## src/crc8frl_pkg.sv

```systemverilog
// Shared types, codes and the CRC-8 lookup table for the framed register link.
package crc8frl_pkg;

   localparam logic [7:0] CRC_POLY    = 8'h07;
   localparam logic [7:0] CMD_LAST_LO = 8'h06;
   localparam logic [7:0] CMD_FIRST_HI = 8'h08;
   localparam logic [7:0] CMD_LAST_HI = 8'h0B;
   localparam logic [7:0] CMD_WIDE_EXTRA = 8'h17;

   // request operations
   localparam logic [1:0] OP_READ  = 2'd0;
   localparam logic [1:0] OP_WRITE = 2'd1;
   localparam logic [1:0] OP_RX    = 2'd2;

   // response kinds
   localparam logic [1:0] KIND_CRC_SEND  = 2'd0;
   localparam logic [1:0] KIND_READ_DONE = 2'd1;
   localparam logic [1:0] KIND_ECHO_DONE = 2'd2;

   // link phases
   localparam logic [1:0] PH_IDLE  = 2'd0;
   localparam logic [1:0] PH_READ1 = 2'd1;
   localparam logic [1:0] PH_READ2 = 2'd2;
   localparam logic [1:0] PH_ECHO  = 2'd3;

   typedef logic [7:0] crc_table_type [256];

   typedef struct packed {
      logic        valid;
      logic [1:0]  kind;
      logic [15:0] value;
      logic        crc_ok;
   } result_type;

   function automatic crc_table_type crc8_build_table();
      crc_table_type t;
      logic [7:0]    c;
      for (int i = 0; i < 256; i++) begin
         c = i[7:0];
         for (int j = 0; j < 8; j++) begin
            c = c[7] ? ((c << 1) ^ CRC_POLY) : (c << 1);
         end
         t[i] = c;
      end
      return t;
   endfunction

   localparam crc_table_type CRC8_TABLE = crc8_build_table();

   function automatic logic is_two_byte_cmd(input logic [7:0] cmd);
      return (cmd <= CMD_LAST_LO) ||
             ((cmd >= CMD_FIRST_HI) && (cmd <= CMD_LAST_HI)) ||
             (cmd == CMD_WIDE_EXTRA);
   endfunction

endpackage

```

## src/crc8frl_ctrl.sv

```systemverilog
// Link state registers and per-request next-state and response logic.
module crc8frl_ctrl (
   input  logic                   clock,
   input  logic                   reset,
   input  logic                   req_accept,
   input  logic [1:0]             req_operation,
   input  logic [7:0]             req_byte_value,
   input  logic [7:0]             req_data_byte,
   output crc8frl_pkg::result_type result
);
   import crc8frl_pkg::*;

   logic [1:0]  phase_ff, phase_in;
   logic [7:0]  crc_ff, crc_in;
   logic [1:0]  left_ff, left_in;
   logic [15:0] asm_ff, asm_in;
   logic [7:0]  first_crc;

   assign first_crc = CRC8_TABLE[req_byte_value];

   always_comb begin
      phase_in = phase_ff;
      crc_in   = crc_ff;
      left_in  = left_ff;
      asm_in   = asm_ff;
      result   = '0;
      if (req_accept) begin
         case (req_operation)
            OP_READ: begin
               crc_in = first_crc;
               asm_in = '0;
               if (is_two_byte_cmd(req_byte_value)) begin
                  phase_in = PH_READ2;
                  left_in  = 2'd3;
               end else begin
                  phase_in = PH_READ1;
                  left_in  = 2'd2;
               end
            end
            OP_WRITE: begin
               crc_in        = CRC8_TABLE[first_crc ^ req_data_byte];
               phase_in      = PH_ECHO;
               left_in       = 2'd0;
               result.valid  = 1'b1;
               result.kind   = KIND_CRC_SEND;
               result.value  = {8'h00, crc_in};
               result.crc_ok = 1'b1;
            end
            OP_RX: begin
               if (phase_ff == PH_ECHO) begin
                  phase_in      = PH_IDLE;
                  result.valid  = 1'b1;
                  result.kind   = KIND_ECHO_DONE;
                  result.crc_ok = (req_byte_value == crc_ff);
               end else if (phase_ff != PH_IDLE) begin
                  // last byte of a read frame is the CRC
                  if (left_ff <= 2'd1) begin
                     phase_in      = PH_IDLE;
                     left_in       = 2'd0;
                     result.valid  = 1'b1;
                     result.kind   = KIND_READ_DONE;
                     result.value  = asm_ff;
                     result.crc_ok = (req_byte_value == crc_ff);
                  end else begin
                     if ((phase_ff == PH_READ2) && (left_ff == 2'd2)) begin
                        asm_in = {req_byte_value, asm_ff[7:0]};
                     end else begin
                        asm_in = {8'h00, req_byte_value};
                     end
                     crc_in  = CRC8_TABLE[crc_ff ^ req_byte_value];
                     left_in = left_ff - 2'd1;
                  end
               end
            end
            default: begin
               // unused code: drop
            end
         endcase
      end
   end

   always_ff @(posedge clock) begin
      if (reset) begin
         phase_ff <= PH_IDLE;
         crc_ff   <= '0;
         left_ff  <= '0;
         asm_ff   <= '0;
      end else begin
         phase_ff <= phase_in;
         crc_ff   <= crc_in;
         left_ff  <= left_in;
         asm_ff   <= asm_in;
      end
   end

endmodule

```

## src/crc8frl_out.sv

```systemverilog
// Response output register with stall handling.
module crc8frl_out (
   input  logic                   clock,
   input  logic                   reset,
   input  crc8frl_pkg::result_type result,
   output logic                   hold,
   output logic                   rsp_valid,
   input  logic                   rsp_stall,
   output logic [1:0]             rsp_kind,
   output logic [15:0]            rsp_value,
   output logic                   rsp_crc_ok
);
   import crc8frl_pkg::*;

   logic        valid_ff, valid_in;
   logic [1:0]  kind_ff;
   logic [15:0] value_ff;
   logic        ok_ff;
   logic        load;

   // a full register that is stalled cannot take a new response
   assign hold     = valid_ff && rsp_stall;
   assign load     = result.valid;
   assign valid_in = load ? 1'b1 : (valid_ff && rsp_stall);

   always_ff @(posedge clock) begin
      if (reset) begin
         valid_ff <= 1'b0;
      end else begin
         valid_ff <= valid_in;
      end
   end

   always_ff @(posedge clock) begin
      if (load) begin
         kind_ff  <= result.kind;
         value_ff <= result.value;
         ok_ff    <= result.crc_ok;
      end
   end

   assign rsp_valid  = valid_ff;
   assign rsp_kind   = kind_ff;
   assign rsp_value  = value_ff;
   assign rsp_crc_ok = ok_ff;

endmodule

```

## src/crc8_framed_register_link_core.sv

```systemverilog
// Top level of the CRC-8 framed register link, host side.
//
//   channel   direction   handshake              payload
//   req       in          req_valid / req_stall  operation, byte_value, data_byte
//   rsp       out         rsp_valid / rsp_stall  kind, value, crc_ok
//
// One request per cycle while req_stall is low; a response appears in the
// cycle after the request that causes it, through the response register.
// The link state updates in the accept cycle via one or two CRC table lookups.
// Reset returns the link to idle with a cleared CRC and empty response register.
// req_stall rises only while a response is held and rsp_stall is high.
module crc8_framed_register_link_core (
   input  logic        clock,
   input  logic        reset,
   input  logic        req_valid,
   output logic        req_stall,
   input  logic [1:0]  req_operation,
   input  logic [7:0]  req_byte_value,
   input  logic [7:0]  req_data_byte,
   output logic        rsp_valid,
   input  logic        rsp_stall,
   output logic [1:0]  rsp_kind,
   output logic [15:0] rsp_value,
   output logic        rsp_crc_ok
);
   import crc8frl_pkg::*;

   result_type result;
   logic       hold;
   logic       req_accept;

   assign req_stall  = hold;
   assign req_accept = req_valid && !hold;

   crc8frl_ctrl u_ctrl (
      .clock          (clock),
      .reset          (reset),
      .req_accept     (req_accept),
      .req_operation  (req_operation),
      .req_byte_value (req_byte_value),
      .req_data_byte  (req_data_byte),
      .result         (result)
   );

   crc8frl_out u_out (
      .clock      (clock),
      .reset      (reset),
      .result     (result),
      .hold       (hold),
      .rsp_valid  (rsp_valid),
      .rsp_stall  (rsp_stall),
      .rsp_kind   (rsp_kind),
      .rsp_value  (rsp_value),
      .rsp_crc_ok (rsp_crc_ok)
   );

endmodule
```

## config.mk

```make
export PLATFORM = sky130hd
export DESIGN_NAME = crc8_framed_register_link_core
export DESIGN_NICKNAME = d
export VERILOG_FILES = /design/src/crc8frl_pkg.sv /design/src/crc8frl_ctrl.sv /design/src/crc8frl_out.sv /design/src/crc8_framed_register_link_core.sv
export SDC_FILE = /design/constraint.sdc
export NUM_CORES = 1
export LEC_CHECK = 0
export BUFFER_PORTS_ARGS = -buffer_cell sky130_fd_sc_hd__buf_2
export CORE_ASPECT_RATIO = 0.8
export CORE_UTILIZATION = 40
export CTS_BUF_LIST = sky130_fd_sc_hd__clkbuf_8
export DETAILED_ROUTE_END_ITERATION = 6
export SKIP_LAST_GASP = 1
export SLEW_MARGIN = 20
export SYNTH_ARGS = -nofsm -noshare
export SYNTH_HDL_FRONTEND = slang
export SYNTH_HIERARCHICAL = 1
export SYNTH_SLANG_ARGS = --single-unit
```

## constraint.sdc

```tcl
create_clock -name clock -period 4.65 [get_ports clock]
set_clock_uncertainty 0.15 [all_clocks]
set_input_delay 1.1625 -clock clock [delete_from_list [all_inputs] [get_ports clock]]
set_output_delay 1.1625 -clock clock [all_outputs]
set_load 0.03 [all_outputs]
```

Yosys cells after proc, flatten, opt, wreduce, memory -nomap -nowiden
Memory sizes are Yosys's and may differ from the RTL's.
Cells that the tools add are included.
{"block": "totals", "ff_bits": 48, "rom_bits": 6144, "n_memories": 3}
{"name": "(name not given)", "depth": 256, "width": 8, "rd": 1, "rd_clocked_by_memory_dff": 0, "write_ports": 0, "line_no": "crc8frl_ctrl.sv:70", "text": "crc_in = CRC8_TABLE[crc_ff ^ req_byte_value];"}
{"name": "(name not given)", "depth": 256, "width": 8, "rd": 1, "rd_clocked_by_memory_dff": 0, "write_ports": 0, "line_no": "crc8frl_ctrl.sv:19", "text": "assign first_crc = CRC8_TABLE[req_byte_value];"}
{"name": "(name not given)", "depth": 256, "width": 8, "rd": 1, "rd_clocked_by_memory_dff": 0, "write_ports": 0, "line_no": "crc8frl_ctrl.sv:41", "text": "crc_in = CRC8_TABLE[first_crc ^ req_data_byte];"}
{"block": "op_classes", "add_sub_neg": 1, "order_cmp": 7, "n_eq_ne": 13, "mux": 33, "bitwise": 5, "reduce_logical": 16}
{"cell": "$mux W16", "n": 5}
{"cell": "$mux W8", "n": 9}
{"cell": "$mux W20", "n": 3}
{"cell": "$pmux W20 S2", "n": 1}
{"cell": "$pmux W16 S2", "n": 1}
{"cell": "$ge A9 B9 Y1 const B", "n": 3}
{"cell": "$not A8 Y9", "n": 3}
{"cell": "$pmux W8 S3", "n": 1}
{"cell": "$xor A8 B8 Y8", "n": 2}
{"cell": "$mux W2", "n": 7}
{"cell": "$pmux W2 S3", "n": 2}
{"cell": "$reduce_and A5 Y1", "n": 2}
{"cell": "$eq A2 B2 Y1 const B", "n": 4}
{"cell": "$eq A8 B5 Y1 const B", "n": 1}
{"cell": "$eq A8 B8 Y1", "n": 1}
{"cell": "$ge A8 B4 Y1 const B", "n": 1}
{"cell": "$le A8 B3 Y1 const B", "n": 1}
{"cell": "$le A8 B4 Y1 const B", "n": 1}
{"cell": "$reduce_and A4 Y1", "n": 2}
{"cell": "$ne A2 B2 Y1 const B", "n": 3}
{"cell": "$ne A3 B1 Y1 const B", "n": 2}
{"cell": "$reduce_and A6 Y1", "n": 1}
{"cell": "$logic_and A1 B1 Y1", "n": 4}
{"cell": "$reduce_bool A2 Y1", "n": 2}
{"cell": "other kinds (10)", "n": 13}

Logic depth before layout (Yosys ltp)
{"block": "depth", "depth_word": 12, "ltp_mapped": 11}

Modules after synthesis
The synthesis kept the hierarchy.
{"mod": "crc8frl_ctrl", "instances": 1, "cells_per_inst": 290, "area_each_um2": 2477.4, "seq_area_each_um2": 560.5}
{"mod": "crc8frl_out", "instances": 1, "cells_per_inst": 23, "area_each_um2": 606.8, "seq_area_each_um2": 590.6}
{"mod": "crc8_framed_register_link_core", "instances": 1, "cells_per_inst": 1, "area_each_um2": 13.8, "seq_area_each_um2": 0.0}

Worst setup path before layout
Ideal clock, no wire load.
{"block": "synth_timing", "path_kind": "input-to-reg", "start": "input port req_operation[0]", "end": "register u_out.ok_ff, in the netlist u_out/rsp_crc_ok, enable pin", "setup_ns": 0.397, "t_arrival_ns": 2.847, "required_time_ns": 4.103, "slack_ns": 1.255, "path_stages": 5, "n_path_buf": 1, "cell_sequence": "inv_1 -> ha_1 -> clkbuf_1 -> nand2_1 -> nor2_1"}
{"item": "start: declaration", "line_no": "crc8_framed_register_link_core.sv:17", "text": "input logic [1:0] req_operation,"}
{"item": "end signal: assignment", "line_no": "crc8frl_out.sv:38", "text": "ok_ff <= result.crc_ok;"}
{"item": "end: declaration", "line_no": "crc8frl_out.sv:18", "text": "logic ok_ff;"}

Worst setup path after layout
{"block": "layout_timing", "start": "input port req_byte_value[1]", "end": "register u_out.value_ff[0], in the netlist u_out/rsp_value[0], data pin"}
{"block": "layout_via", "elab_chain_len": 10}
{"item": "start: declaration", "line_no": "crc8_framed_register_link_core.sv:18", "text": "input logic [7:0] req_byte_value,"}
{"item": "$not A8 Y9 (implied by the code)", "line_no": "crc8frl_ctrl.sv:19"}
{"item": "$mem_v2 Z256 W8"}
{"item": "$mux W8 (implied by the code) (2 in a row)", "line_no": "crc8frl_ctrl.sv:19"}
{"item": "$xor A8 B8 Y8", "line_no": "crc8frl_ctrl.sv:41"}
{"item": "$not A8 Y9 (implied by the code)", "line_no": "crc8frl_ctrl.sv:41"}
{"item": "$mem_v2 Z256 W8"}
{"item": "$mux W8 (implied by the code) (2 in a row)", "line_no": "crc8frl_ctrl.sv:41"}
{"item": "$pmux W20 S2", "line_no": "crc8frl_ctrl.sv:28", "text": "case (req_operation)"}
{"item": "end signal: assignment", "line_no": "crc8frl_out.sv:37", "text": "value_ff <= result.value;"}
{"item": "end: declaration", "line_no": "crc8frl_out.sv:17", "text": "logic [15:0] value_ff;"}
Every way passes these cells. The select of a mux whose other input is x is not followed.
A chain may end at the register's enable or synchronous reset.

==> qor.txt <==
Later-pin clock latency in the skew report: 0.30 ns
Tmin final: 3.71 ns
Primary FF master, synth: dfxtp_1
Slew Viols, Final: 0
Hold Startpoint: u_ctrl/asm_ff[12]
Syn_area_per_cell: 9.87 um2
Most common cell after layout, fill and taps aside: buf_2
Initial DRT Pass Iterations: 5
Via Count: 2408
RSZ-0062 raised after global routing: false
Reg2reg end: u_ctrl/crc_ff[5]
Clk sinks: 48
WHS: 0.303 ns
Chip width: 100 um
Reg-to-Reg Start: u_out/rsp_valid
Post-layout util: 0.470
Share of cells above drive strength 1: 0.189
Number of global-route vias before repair: 2276
Max VDD drop: 0.138 mV
Status: finished clean
Clk buf depth: 2
Critical Path End Type: register
Startpoint Class: primary input
Final GP Congestion: 0.863
Most frequent cells in the layout: 42 x buf_2, 30 x nand2_1, 29 x dfxtp_1
H-tree depth: 2
Setup TNS after final layout: 0 ns
DRT antenna net count: 0
Crit-path max FO: 7
Cells after Synth: 314
Drt total wl: 7.47 mm
Finished Layout Cells: 459
Critical path class: primary input to register
Largest net degree at the start of global routing: 23
Dpl cells: 451
I/O Buffers: 42
Layout net count: 395
Worst Hold Endpoint: u_ctrl/asm_ff[12]
First-pass GRT wire length: 12.0 mm
Max-cap violations: 0
Post-CTS setup buffer count: 0
Final period util: 0.797
Async set-reset flop share out of synthesis: 0
Synthesized area: 3100 um2
Root Driver: clkbuf_8
Adder-Cell Fraction of Synth Area: 0.0808
Setup violators final: 0
Number of synthesis warnings: 6
Avg WL per Cell: 16.3 um
CTS tree: done
Main combinational cell family by area after synthesis: XOR/XNOR gates
Seq/Total Area, Yosys: 0.372
Min-Delay Path Depth: 2
Starting Density: 0.415
Row count: 28
Synth Area in Compound Gates: 0.171
Via-to-Cell Ratio: 5.25
Die Area: 8100 um2
Clk slew on worst S/H paths: 0.10 ns
Initial DRC Count: 142
DRC viols: 0
Reg-to-reg setup timing slack: 2.32 ns
Power Dens Cells: 329 nW/um2
Worst slew margin: 0.491
Worst EP arrival: 3.62 ns
XOR/XNOR share of the synthesized area: 0.187
IO Count: 43
# hold bufs at CTS: 0
DPL Wire Length: 5.60 mm
Initial antenna violation count: 0
Gr usage total: 0.198
Slew @ Worst Pin: 0.744 ns
Grt ovf: 0
Post-synthesis mux area share: 0.00323
Core area: 7460 um2
Max Clock Freq: 270 MHz
Fin. Hold Viols: 0
Req. time, crit path: 4.56 ns
Hold crit path type: register to register
Syn nets: 356
CTS buffer count: 5
Library cells used by synthesis: 53
Die Ht: 80.7 um
Antenna diodes: 0
Pleak: 1.42 nW
Worst Setup SP: req_byte_value[1]
Post-synth EDFFs: 19
Synth Area in Simple Gates: 0.145
Reg2reg path depth: 7
Post-synthesis register bit count: 48
Post_cts resized: 0
Area grow syn2layout: 13.2%
==> metal layers <==
metal | global-route usage | wire length (um) | up-vias
met1 | 0.289 | 3790 | 1130
met5 | 0 | 0 | -
met3 | 0.0409 | 420 | 9
met4 | 0.0449 | 111 | 0
li1 | - | - | 1185
met2 | 0.298 | 3150 | 84
==> power breakdown <==
| group | total, W | internal (W) | switching [W] | leakage, nW |
|---|---|---|---|---|
| Sequential | 0.000463 | 0.000452 | 0.0000107 | 0.415 |
| Combinational | 0.000379 | 0.000158 | 0.000220 | 0.947 |
| Clock | 0.000313 | 0.000162 | 0.000151 | 0.0548 |
| Total | 0.00115 | 0.000772 | 0.000382 | 1.42 |
==> worst max-delay path by stage <==
stage / end / slack (ns) / depth (start not counted)
2_1_floorplan: u_out/rsp_crc_ok / 1.26 / 5
3_3_place_gp: u_out/rsp_value[0] / 0.64 / 10
3_5_place_dp: u_out/rsp_value[0] / 0.68 / 10
4_1_cts: u_out/rsp_value[0] / 1.00 / 10
5_1_grt: u_out/rsp_value[0] / 0.84 / 12
6_report: u_out/rsp_value[0] / 0.94 / 10
==> state kept, by name (all words and copies together), names as in the netlist <==
name and cells:
u_ctrl/asm_ff 16, u_out/rsp_value 16, u_ctrl/crc_ff 8, u_ctrl/phase_ff 2, u_out/rsp_valid 1, u_out/rsp_crc_ok 1
u_ctrl/left_ff 2, u_out/rsp_kind 2
==> worst max-delay path: stages <==
cell,delay [ns]
buf_2,0.21
inv_1,0.11
ha_1,0.36
xor2_2,0.32
xor2_2,0.31
inv_1,0.13
ha_1,0.21
nor4b_1,0.39
a2111oi_0,0.20
a21o_1,0.21
==> cell usage after synthesis (all sizes together) (2+ instances only) <==
| master | n | area (um2) |
|---|---|---|
| a211oi | 3 | 22.5 |
| a21boi | 5 | 37.5 |
| a21o | 2 | 15.0 |
| a21oi | 20 | 100 |
| a221oi | 5 | 43.8 |
| a22o | 13 | 114 |
| a311oi | 2 | 17.5 |
| and2 | 12 | 76.3 |
| buf | 6 | 45.0 |
| clkbuf | 7 | 26.3 |
| dfxtp | 29 | 581 |
| edfxtp | 19 | 571 |
| ha | 20 | 250 |
| inv | 14 | 52.6 |
| nand2 | 30 | 113 |
| nand2b | 2 | 12.5 |
| nand3 | 7 | 35.0 |
| nor2 | 23 | 86.3 |
| nor3 | 3 | 15.0 |
| o21a | 2 | 15.0 |
| o21ai | 9 | 45.0 |
| o221ai | 2 | 17.5 |
| o41ai | 2 | 17.5 |
| or3 | 5 | 31.3 |
| xnor2 | 29 | 277 |
| xnor3 | 5 | 115 |
| xor2 | 19 | 189 |
==> final cells by class <==
type	count	area, um2
fillers	722	3960
inverters	15	56.3
repair buffers	45	233
clock inverters	3	46.3
flip-flops and latches	48	1150
well taps	105	131
clock buffers	5	68.8
multi-input cells	238	1820
==> metrics by stage <==
step	power, W	setup slack [ns]	area, um2
final	0.00115	0.944	3510
after floorplan	0.000757	1.26	3100
after global routing	0.00121	0.839	3510
after CTS	0.00116	1.00	3510
after global placement	0.000843	0.635	3390
after detailed placement	0.000844	0.676	3390
==> cells by family after synthesis <==
kind of cell | Yosys count
xor gates and xnor gates | 53
buffers and inverters | 28
and+or+nand+nor | 90
AOI/OAI and AO/OA | 74
DFF | 48
muxes | 1
adders and majority gates | 20
No activity file was read; power rests on OpenSTA's default activity.
